**config.mk**
```make
export PLATFORM = sky130hd
export DESIGN_NAME = shared_buffer_multi_queue_core
export DESIGN_NICKNAME = d
export VERILOG_FILES = /design/src/rtl/smq_pkg.sv /design/src/rtl/smq_link_mem.sv /design/src/rtl/smq_free_list.sv /design/src/rtl/smq_queue_table.sv /design/src/rtl/shared_buffer_multi_queue_core.sv
export SDC_FILE = /design/constraint.sdc
export NUM_CORES = 2
export LEC_CHECK = 0
export BUFFER_PORTS_ARGS = -buffer_cell sky130_fd_sc_hd__buf_2
export CORE_MARGIN = 2
export CORE_UTILIZATION = 45
export CTS_CLUSTER_DIAMETER = 100
export CTS_CLUSTER_SIZE = 10
export DETAILED_ROUTE_END_ITERATION = 8
export GPL_TIMING_DRIVEN = 0
export MAX_ROUTING_LAYER = met4
export PLACE_DENSITY = 0.71
export SYNTH_ARGS = -nofsm -noshare
export SYNTH_HDL_FRONTEND = slang
export SYNTH_HIERARCHICAL = 1
export SYNTH_SLANG_ARGS = --single-unit
```
**constraint.sdc**
```tcl
create_clock -name clock -period 7.7 [get_ports clock]
set_input_delay 1.155 -clock clock [delete_from_list [all_inputs] [get_ports clock]]
set_output_delay 1.155 -clock clock [all_outputs]
set_load 0.02 [all_outputs]
```
**src/rtl/smq_pkg.sv**
```systemverilog
// smq_pkg: shared types and codes for the shared-buffer multi-queue core
// request/response payload structs, operation and status codes, control structs
// no dependencies
`default_nettype none

package smq_pkg;

   localparam int DATA_W = 32;
   localparam int QID_W  = 3;

   typedef enum logic [0:0] {
      OP_ENQ = 1'b0,
      OP_DEQ = 1'b1
   } op_type;

   typedef enum logic [1:0] {
      ST_OK    = 2'd0,
      ST_FULL  = 2'd1,
      ST_EMPTY = 2'd2
   } status_type;

   typedef struct packed {
      op_type                   op;
      logic [QID_W-1:0]         queue_id;
      logic signed [DATA_W-1:0] data_in;
   } req_type;

   typedef struct packed {
      logic signed [DATA_W-1:0] data_out;
      status_type               status;
   } rsp_type;

   // free list commands
   typedef struct packed {
      logic pop;
      logic push;
   } fl_ctl_type;

   // queue table commands and lookup status
   typedef struct packed {
      logic enq;
      logic deq;
   } qt_ctl_type;

   typedef struct packed {
      logic valid;
      logic single;
   } qt_stat_type;

endpackage

`default_nettype wire

```
**src/rtl/smq_link_mem.sv**
```systemverilog
// smq_link_mem: link store, one write port and one registered read port
// depends on nothing but its parameter
`default_nettype none

module smq_link_mem #(
   parameter int NUM_ENTRIES = 64,
   localparam int EW = $clog2(NUM_ENTRIES)
) (
   input  logic          clock,
   input  logic          wr_en,
   input  logic [EW-1:0] wr_addr,
   input  logic [EW-1:0] wr_data,
   input  logic          rd_en,
   input  logic [EW-1:0] rd_addr,
   output logic [EW-1:0] rd_data
);

   logic [EW-1:0] mem [NUM_ENTRIES];
   logic [EW-1:0] rd_data_ff;

   always_ff @(posedge clock) begin
      if (wr_en) begin
         mem[wr_addr] <= wr_data;
      end
      if (rd_en) begin
         rd_data_ff <= mem[rd_addr];
      end
   end

   assign rd_data = rd_data_ff;

endmodule

`default_nettype wire

```
**src/rtl/smq_free_list.sv**
```systemverilog
// smq_free_list: free entry allocator, recycled stack in front of never-used entries
// keeps the top two links of the recycled stack; depends on smq_pkg and the link store
`default_nettype none

module smq_free_list import smq_pkg::*; #(
   parameter int NUM_ENTRIES = 64,
   localparam int EW = $clog2(NUM_ENTRIES),
   localparam int CW = $clog2(NUM_ENTRIES + 1)
) (
   input  logic          clock,
   input  logic          reset,
   input  fl_ctl_type    ctl,
   input  logic [EW-1:0] push_idx,
   input  logic [EW-1:0] link_rd,
   output logic          avail,
   output logic [EW-1:0] pop_idx,
   output logic [EW-1:0] top_idx,
   output logic          rd_en,
   output logic [EW-1:0] rd_addr
);

   logic [CW-1:0] fresh_ff, fresh_in;
   logic [CW-1:0] rec_cnt_ff, rec_cnt_in;
   logic [EW-1:0] rec_head_ff, rec_head_in;
   logic [EW-1:0] rec_next_ff, rec_next_in;
   logic          pend_ff, pend_in;
   logic [EW-1:0] rec_next_eff;
   logic          rec_any;

   always_comb begin
      rec_any      = (rec_cnt_ff != '0);
      // link of the second stack entry arrives from the link store in the cycle after its read
      rec_next_eff = pend_ff ? link_rd : rec_next_ff;
      avail        = rec_any || (fresh_ff != CW'(NUM_ENTRIES));
      pop_idx      = rec_any ? rec_head_ff : fresh_ff[EW-1:0];
      top_idx      = rec_head_ff;

      fresh_in    = fresh_ff;
      rec_cnt_in  = rec_cnt_ff;
      rec_head_in = rec_head_ff;
      rec_next_in = rec_next_eff;
      pend_in     = 1'b0;
      rd_en       = 1'b0;
      rd_addr     = rec_next_eff;

      if (ctl.pop) begin
         if (rec_any) begin
            rec_head_in = rec_next_eff;
            rec_cnt_in  = rec_cnt_ff - CW'(1);
            rd_en       = (rec_cnt_ff > CW'(2));
            pend_in     = rd_en;
         end else begin
            fresh_in = fresh_ff + CW'(1);
         end
      end else if (ctl.push) begin
         rec_head_in = push_idx;
         rec_next_in = rec_head_ff;
         rec_cnt_in  = rec_cnt_ff + CW'(1);
      end
   end

   always_ff @(posedge clock) begin
      if (reset) begin
         fresh_ff   <= '0;
         rec_cnt_ff <= '0;
         pend_ff    <= 1'b0;
      end else begin
         fresh_ff   <= fresh_in;
         rec_cnt_ff <= rec_cnt_in;
         pend_ff    <= pend_in;
      end
   end

   always_ff @(posedge clock) begin
      rec_head_ff <= rec_head_in;
      rec_next_ff <= rec_next_in;
   end

endmodule

`default_nettype wire

```
**src/rtl/smq_queue_table.sv**
```systemverilog
// smq_queue_table: per-queue head, tail, head successor and valid bit
// head successor is refilled from the link store in the cycle after its read; depends on smq_pkg
`default_nettype none

module smq_queue_table import smq_pkg::*; #(
   parameter int NUM_QUEUES  = 8,
   parameter int NUM_ENTRIES = 64,
   localparam int EW = $clog2(NUM_ENTRIES),
   localparam int QW = (NUM_QUEUES > 1) ? $clog2(NUM_QUEUES) : 1
) (
   input  logic          clock,
   input  logic          reset,
   input  qt_ctl_type    ctl,
   input  logic [QW-1:0] qid,
   input  logic [EW-1:0] enq_idx,
   input  logic [EW-1:0] link_rd,
   output qt_stat_type   stat,
   output logic [EW-1:0] head,
   output logic [EW-1:0] tail,
   output logic          rd_en,
   output logic [EW-1:0] rd_addr
);

   logic [EW-1:0]         head_ff [NUM_QUEUES];
   logic [EW-1:0]         tail_ff [NUM_QUEUES];
   logic [EW-1:0]         next_ff [NUM_QUEUES];
   logic [NUM_QUEUES-1:0] valid_ff;
   logic                  pend_ff, pend_in;
   logic [QW-1:0]         pend_qid_ff, pend_qid_in;

   logic          head_we, tail_we, next_we, valid_we, valid_in;
   logic [EW-1:0] head_in, tail_in, next_in;
   logic [EW-1:0] next_eff;

   always_comb begin
      head        = head_ff[qid];
      tail        = tail_ff[qid];
      next_eff    = (pend_ff && (pend_qid_ff == qid)) ? link_rd : next_ff[qid];
      stat.valid  = valid_ff[qid];
      stat.single = (head == tail);

      head_we     = 1'b0;
      tail_we     = 1'b0;
      next_we     = 1'b0;
      valid_we    = 1'b0;
      valid_in    = 1'b0;
      head_in     = enq_idx;
      tail_in     = enq_idx;
      next_in     = enq_idx;
      rd_en       = 1'b0;
      rd_addr     = next_eff;
      pend_in     = 1'b0;
      pend_qid_in = qid;

      if (ctl.enq) begin
         tail_we = 1'b1;
         if (!stat.valid) begin
            head_we  = 1'b1;
            valid_we = 1'b1;
            valid_in = 1'b1;
         end else if (stat.single) begin
            next_we = 1'b1;
         end
      end else if (ctl.deq) begin
         if (stat.single) begin
            valid_we = 1'b1;
         end else begin
            head_we = 1'b1;
            head_in = next_eff;
            // fetch the new head's successor unless it is the last entry
            rd_en   = (next_eff != tail);
            pend_in = rd_en;
         end
      end
   end

   always_ff @(posedge clock) begin
      if (reset) begin
         valid_ff <= '0;
         pend_ff  <= 1'b0;
      end else begin
         if (valid_we) begin
            valid_ff[qid] <= valid_in;
         end
         pend_ff <= pend_in;
      end
   end

   always_ff @(posedge clock) begin
      if (head_we) begin
         head_ff[qid] <= head_in;
      end
      if (tail_we) begin
         tail_ff[qid] <= tail_in;
      end
      if (pend_ff) begin
         next_ff[pend_qid_ff] <= link_rd;
      end
      if (next_we) begin
         next_ff[qid] <= next_in;
      end
      pend_qid_ff <= pend_qid_in;
   end

endmodule

`default_nettype wire

```
**src/rtl/shared_buffer_multi_queue_core.sv**
```systemverilog
// shared_buffer_multi_queue_core: several FIFO queues in one shared data store
// top level with request/response registers and data store; uses smq_pkg,
// smq_link_mem, smq_free_list and smq_queue_table
//
// Usage: drive req_data and raise start for one cycle per command; a command
// transfers at a rising edge where start is high and busy is low. busy never
// rises, so one enqueue or dequeue command can transfer every cycle, with any
// mix of queues and operations back to back.
// Each command gives exactly one response: rsp_valid is high for one cycle and
// rsp_data holds the status and, for a successful dequeue, the data. The
// response passes through the request register, then the data-store read
// register. The receiver cannot stall it.
// Pointer updates go through short logic into registers; the link of a new head
// entry comes back from the link store in the next cycle and is forwarded to a
// following command on the same queue or free list.
// Reset (synchronous, active high) empties all queues and frees all entries;
// no clearing pass over the stores is needed.
`default_nettype none

module shared_buffer_multi_queue_core import smq_pkg::*; #(
   parameter int NUM_QUEUES  = 8,
   parameter int NUM_ENTRIES = 64
) (
   input  logic    clock,
   input  logic    reset,
   input  logic    start,
   output logic    busy,
   input  req_type req_data,
   output logic    rsp_valid,
   output rsp_type rsp_data
);

   localparam int EW = $clog2(NUM_ENTRIES);
   localparam int QW = (NUM_QUEUES > 1) ? $clog2(NUM_QUEUES) : 1;
   localparam logic [8:0] NQ_LIMIT = 9'(NUM_QUEUES);

   logic                req_valid_ff;
   req_type             req_ff;
   logic                rsp_valid_ff;
   status_type          status_ff, status_in;
   logic                deq_hit_ff;
   logic [DATA_W-1:0]   data_rd_ff;
   logic [DATA_W-1:0]   data_mem [NUM_ENTRIES];

   logic          q_ok, is_enq, enq_ok, deq_ok;
   logic [QW-1:0] qid;
   fl_ctl_type    fl_ctl;
   qt_ctl_type    qt_ctl;
   qt_stat_type   qt_stat;
   logic          fl_avail, fl_rd_en, qt_rd_en;
   logic [EW-1:0] fl_pop_idx, fl_top_idx, fl_rd_addr;
   logic [EW-1:0] qt_head, qt_tail, qt_rd_addr;
   logic          lk_we, lk_rd_en;
   logic [EW-1:0] lk_wa, lk_wd, lk_rd_addr, lk_rd_data;

   assign busy = 1'b0;

   // request register
   always_ff @(posedge clock) begin
      if (reset) begin
         req_valid_ff <= 1'b0;
      end else begin
         req_valid_ff <= start;
      end
   end

   always_ff @(posedge clock) begin
      if (start) begin
         req_ff <= req_data;
      end
   end

   always_comb begin
      q_ok   = (9'(req_ff.queue_id) < NQ_LIMIT);
      qid    = QW'(req_ff.queue_id);
      is_enq = (req_ff.op == OP_ENQ);
      enq_ok = req_valid_ff && is_enq && q_ok && fl_avail;
      deq_ok = req_valid_ff && !is_enq && q_ok && qt_stat.valid;

      fl_ctl.pop  = enq_ok;
      fl_ctl.push = deq_ok;
      qt_ctl.enq  = enq_ok;
      qt_ctl.deq  = deq_ok;

      // append links the old tail to the new entry; removal links the entry to the free top
      lk_we = (enq_ok && qt_stat.valid) || deq_ok;
      lk_wa = deq_ok ? qt_head : qt_tail;
      lk_wd = deq_ok ? fl_top_idx : fl_pop_idx;

      lk_rd_en   = fl_rd_en || qt_rd_en;
      lk_rd_addr = fl_rd_en ? fl_rd_addr : qt_rd_addr;

      if (is_enq) begin
         status_in = enq_ok ? ST_OK : ST_FULL;
      end else begin
         status_in = deq_ok ? ST_OK : ST_EMPTY;
      end
   end

   smq_link_mem #(
      .NUM_ENTRIES(NUM_ENTRIES)
   ) u_link_mem (
      .clock   (clock),
      .wr_en   (lk_we),
      .wr_addr (lk_wa),
      .wr_data (lk_wd),
      .rd_en   (lk_rd_en),
      .rd_addr (lk_rd_addr),
      .rd_data (lk_rd_data)
   );

   smq_free_list #(
      .NUM_ENTRIES(NUM_ENTRIES)
   ) u_free_list (
      .clock    (clock),
      .reset    (reset),
      .ctl      (fl_ctl),
      .push_idx (qt_head),
      .link_rd  (lk_rd_data),
      .avail    (fl_avail),
      .pop_idx  (fl_pop_idx),
      .top_idx  (fl_top_idx),
      .rd_en    (fl_rd_en),
      .rd_addr  (fl_rd_addr)
   );

   smq_queue_table #(
      .NUM_QUEUES  (NUM_QUEUES),
      .NUM_ENTRIES (NUM_ENTRIES)
   ) u_queue_table (
      .clock   (clock),
      .reset   (reset),
      .ctl     (qt_ctl),
      .qid     (qid),
      .enq_idx (fl_pop_idx),
      .link_rd (lk_rd_data),
      .stat    (qt_stat),
      .head    (qt_head),
      .tail    (qt_tail),
      .rd_en   (qt_rd_en),
      .rd_addr (qt_rd_addr)
   );

   // data store and response register
   always_ff @(posedge clock) begin
      if (enq_ok) begin
         data_mem[fl_pop_idx] <= req_ff.data_in;
      end
      if (deq_ok) begin
         data_rd_ff <= data_mem[qt_head];
      end
      status_ff  <= status_in;
      deq_hit_ff <= deq_ok;
   end

   always_ff @(posedge clock) begin
      if (reset) begin
         rsp_valid_ff <= 1'b0;
      end else begin
         rsp_valid_ff <= req_valid_ff;
      end
   end

   assign rsp_valid = rsp_valid_ff;
   assign rsp_data  = '{data_out: (deq_hit_ff ? data_rd_ff : '0), status: status_ff};

`ifndef SYNTHESIS
   a_rsp_latency: assert property (@(posedge clock) disable iff (reset)
      req_valid_ff |=> rsp_valid_ff)
      else $error("response missing one cycle after a registered request");

   a_rsp_no_extra: assert property (@(posedge clock) disable iff (reset)
      !req_valid_ff |=> !rsp_valid_ff)
      else $error("response without a registered request");

   a_link_rd_excl: assert property (@(posedge clock) disable iff (reset)
      !(fl_rd_en && qt_rd_en))
      else $error("free list and queue table both fetch a link");

   a_link_wr_alloc: assert property (@(posedge clock) disable iff (reset)
      (enq_ok && qt_stat.valid) |-> (qt_tail != fl_pop_idx))
      else $error("tail link written onto the entry being allocated");

   a_deq_ok_data: assert property (@(posedge clock) disable iff (reset)
      (rsp_valid_ff && status_ff != ST_OK) |-> !deq_hit_ff)
      else $error("failed command returns dequeued data");
`endif

endmodule

`default_nettype wire
```
==> results.md <==
Route:
- The vias per cell is 6.58.
- Once detail routing completed, the nets flagged for antenna violations numbered 0.
- The number of vias in the routed layout is 56000.
- The total wire length after detailed routing is 304000 um.
- The first-iteration detailed-routing DRC count is 9239.
- Dividing the detail-routed wire length by the instance count gives 35.7 um.
- The number of search-and-repair iterations in the first detailed-routing pass is 8.
- In the routed design, unresolved DRC markers number 0.

STA:
- The slew of the pin with the lowest slew margin is 1590 ps.
- The worst clock skew is 78.6 ps.
- The worst max-slew margin expressed relative to the limit is -6.27%.
- Setup repair after global routing left no endpoint under its margin.
- Adding up every negative setup slack in the final design gives 0 ps.
- Subtracting the final worst setup slack from the clock period gives 6710 ps.
- Timing would allow up to 149 MHz.
- The worst path uses 87.2% of the clock period.
- The total count of hold-check failures in the final report is 0.
- The total count of max-transition violations in the final report came to 21.
- The final setup violation count is 0.
- The smallest setup slack after layout is 989 ps.
- Hold is met by 400 ps.

Status:
- The flow ran to the end, but the final reports show violations.
- The final reports fail on max-capacitance violations, max-slew violations.

Floorplan:
- Row generation in the floorplan step produced 177 rows.
- The die covers 236000 um2.
- During I/O placement, the number of pins put on the boundary was 75.
- From left edge to right edge, the die measures 486 um.
- The initial utilization of the core area, before any placement, comes to 45.1%.
- The die boundary height is 486 um.
- The core region is 232000 um2.

Synth:
- Of all flip-flops after synthesis, the portion carrying an async set or reset was 0%.
- After synthesis, the largest area contributor takes up 76.2% of total cell area.
- Yosys mapped a number of flops with a built-in enable equal to 2656.
- The most used flip-flop cell after synthesis is edfxtp_1.
- The post-synthesis cell count is 4860.
- The biggest area contributor in the post-synthesis netlist is edfxtp_1.
- The share of the Yosys chip area taken by registers is 76.9%.
- The number of nets in the synthesized netlist is 4907.
- The flop and latch count out of synthesis is 2694.
- Averaged over all synthesized cells, the footprint is 21.5 um2.
- By area the synthesized netlist is led by edfxtp_1 (76%), mux4_2 (13%), mux2i_1 (1.1%).
- After synthesis, the netlist uses 75 different library cells.
- For this run, the number of Yosys warnings is 6.
- The mapped netlist covers 105000 um2.

CTS:
- The cts-stage hold buffer count is 0.
- The cell at the root of the clock tree is clkbuf_16.
- The later pin in the worst-skew pair is clocked with a latency of 970 ps.
- Counting along the longest clock path gives a buffer depth of 4.
- The number of H-tree levels is 5.
- After clock tree synthesis, the clock-pin slew on the worst setup and hold paths is 50 ps.
- The post-cts gate resize count is 0.
- Buffers added to address setup during post-CTS repair amount to 0.
- The CTS sink count is 2694.
- The TritonCTS clock tree is built.
- The number of buffers created by CTS is 320.

Cells and area:
- Counting the fill cells in the layout gives 17200.
- The total number of nets in the final design is 5445.
- The total non-filler cell area in the finished layout is 121000 um2.
- The area growth from synthesis to layout is 15.9%.
- The proportion of layout cells with a drive suffix above 1 is 27.7%.

Hold path:
- The classification of the worst-slack hold path is in -> reg.

Power and ir drop:
- In this run the power density over the cells is 274 nW/um2.
- The cell leakage power is 0.0383 uW.
- IR analysis of the VDD net gives a maximum drop of 0.256 mV.
- The total power of the final layout is 33200 uW.

Flow run:
- The tool flagged a number of max-cap violations equal to 2.

Worst setup path:
- The data arrival time of the worst path is 7320 ps.
- The critical path is of the reg -> reg type.
- Of all nets on the critical path, the largest fanout is 13.
- The kind of end point of the critical path is a flop.
- The worst setup path is launched from a flop.
- The worst path required time is 8310 ps.

Placement:
- Prior to clock tree synthesis, the placed netlist has a worst setup slack of 1260 ps.
- The placed instance area is 113000 um2.
- Detailed placement finished with a half-perimeter wire length of 194000 um.
- At the end of routability-driven placement, the weighted congestion stood at 0.888.
- Input and output buffers added on the ports amount to 73.

Global route:
- Entering global routing, the biggest net connects 65 pins.
- The via count of the first global-routing pass is 55500.
- The sum of overflow across all layers after global routing is 0.
- Global routing used 26.2% of the available tracks across all layers.
- The number of antenna violations at the first check in global routing is 11.
- The wire length of the first global-routing pass is 420000 um.
==> synthesized netlist by cell type (all sizes together), types with 3 or more instances <==
| master | instances |
|---|---|
| or2 | 7 |
| nor3 | 28 |
| dfxtp | 38 |
| nand2 | 95 |
| clkbuf | 107 |
| xnor2 | 22 |
| ha | 7 |
| nand4 | 6 |
| mux2 | 114 |
| o22ai | 105 |
| a32o | 3 |
| mux2i | 114 |
| inv | 23 |
| a21o | 4 |
| a31o | 4 |
| nand3 | 22 |
| or3 | 4 |
| o22a | 8 |
| and3 | 8 |
| and4 | 5 |
| a22oi | 122 |
| o221ai | 37 |
| nor4 | 4 |
| nor2b | 24 |
| o21ai | 15 |
| nor2 | 239 |
| nand3b | 12 |
| or3b | 7 |
| nand4b | 3 |
| a31oi | 6 |
| nand2b | 15 |
| mux4 | 624 |
| a221oi | 3 |
| a21oi | 94 |
| o211ai | 5 |
| edfxtp | 2656 |
| a211oi | 20 |
| xor2 | 16 |
| buf | 171 |
| and2 | 38 |
==> per-stage QoR <==
stage | utilization (%) | cells
finish | 52.3 | 8521
global route | 52.3 | 8513
CTS | 52.3 | 8506
detailed placement | 48.6 | 8118
global placement | 46.9 | 7976
floorplan | - | 4860
==> worst paths after layout <==
kind	from	end	slack, ps	cells after the start
worst max-delay path	qid[1]	data_rd_ff[9]	990	14
worst min-delay path	req_data[29]	req_ff[29]	400	1
worst max register to register	qid[1]	data_rd_ff[9]	990	14
worst min register to register	qid[2]	u_queue_table/pend_qid_ff[2]	470	0
==> logic make-up after synthesis <==
family                   count (synthesis)  synth area share [%]
AO/OA/AOI/OAI                          441                  2.86
XOR/XNOR                                38                 0.318
adder cells (fa/ha/maj)                  8                 0.103
buffers and inverters                  302                  1.57
flip-flops                            2694                  76.9
multiplexers                           852                  15.8
other                                    1               0.00358
AND/OR/NAND/NOR                        524                  2.37
==> power by group <==
part | leakage [uW] | internal [uW] | switching [uW]
sequential | 0.0243 | 16400 | 96.7
combinational | 0.00991 | 1350 | 2430
clock | 0.00413 | 7550 | 5430
total | 0.0383 | 25300 | 7960
==> layout by cell type (no fill, tap or decap), types with 9 or more instances in the layout <==
cell / instances
edfxtp_1: 2656
mux4_2: 613
clkbuf_16: 324
nor2_1: 175
clkbuf_1: 156
buf_2: 149
a22oi_1: 121
mux2i_1: 114
o22ai_1: 105
mux2_2: 101
nand2_1: 95
a21oi_1: 94
buf_16: 81
nor2_4: 64
buf_12: 60
buf_4: 38
dfxtp_1: 38
and2_1: 37
o221ai_1: 37
buf_1: 28
nor3_1: 28
nor2b_1: 24
buf_6: 22
nand3_1: 22
inv_1: 22
xnor2_1: 22
a211oi_1: 20
xor2_1: 16
nand2b_1: 15
diode_2: 14
nand3b_1: 12
mux2_4: 12
mux4_1: 11
inv_6: 10
buf_8: 9
==> cell type report <==
cell class                 instances  area [um2]  area share, %
buffer                           278        1550           1.28
tap                             3043        3810           3.14
timing repair buffer             216        3800           3.14
multi-input combinational       1864       23000           18.9
clock buffer                     375        8300           6.85
inverter                          24        90.1         0.0743
antenna                           14        35.0         0.0289
sequential                      2694       80500           66.4
clock inverter                    13         164          0.135
==> registers in the layout (all words and copies together) (netlist names), 7 cells and up <==
name                    count
data_mem                 2048
data_rd_ff                 32
req_ff                     33
u_free_list/fresh_ff        7
u_free_list/rec_cnt_ff      7
u_link_mem/mem            384
u_queue_table/head_ff      48
u_queue_table/next_ff      48
u_queue_table/tail_ff      48
u_queue_table/valid_ff      8
==> routing by layer <==
metal	wire, um	track usage, %	up-vias
met5	0	-	-
met3	40900	7.10	936
met1	106000	33.5	29100
met4	18500	13.1	0
met2	139000	38.7	4612
li1	-	-	21300
==> worst max-delay path: stages, from the launching register on <==
cell and delay [ps]:
edfxtp_1 550, buf_2 360, buf_2 340, buf_2 360
buf_2 350, mux4_2 350, inv_1 190, buf_2 240
buf_2 510, buf_1 1050, mux4_2 420, a22oi_1 280
nand2_1 220, o22ai_1 830, nor2_1 300
No activity file was read; power rests on OpenSTA's default activity.
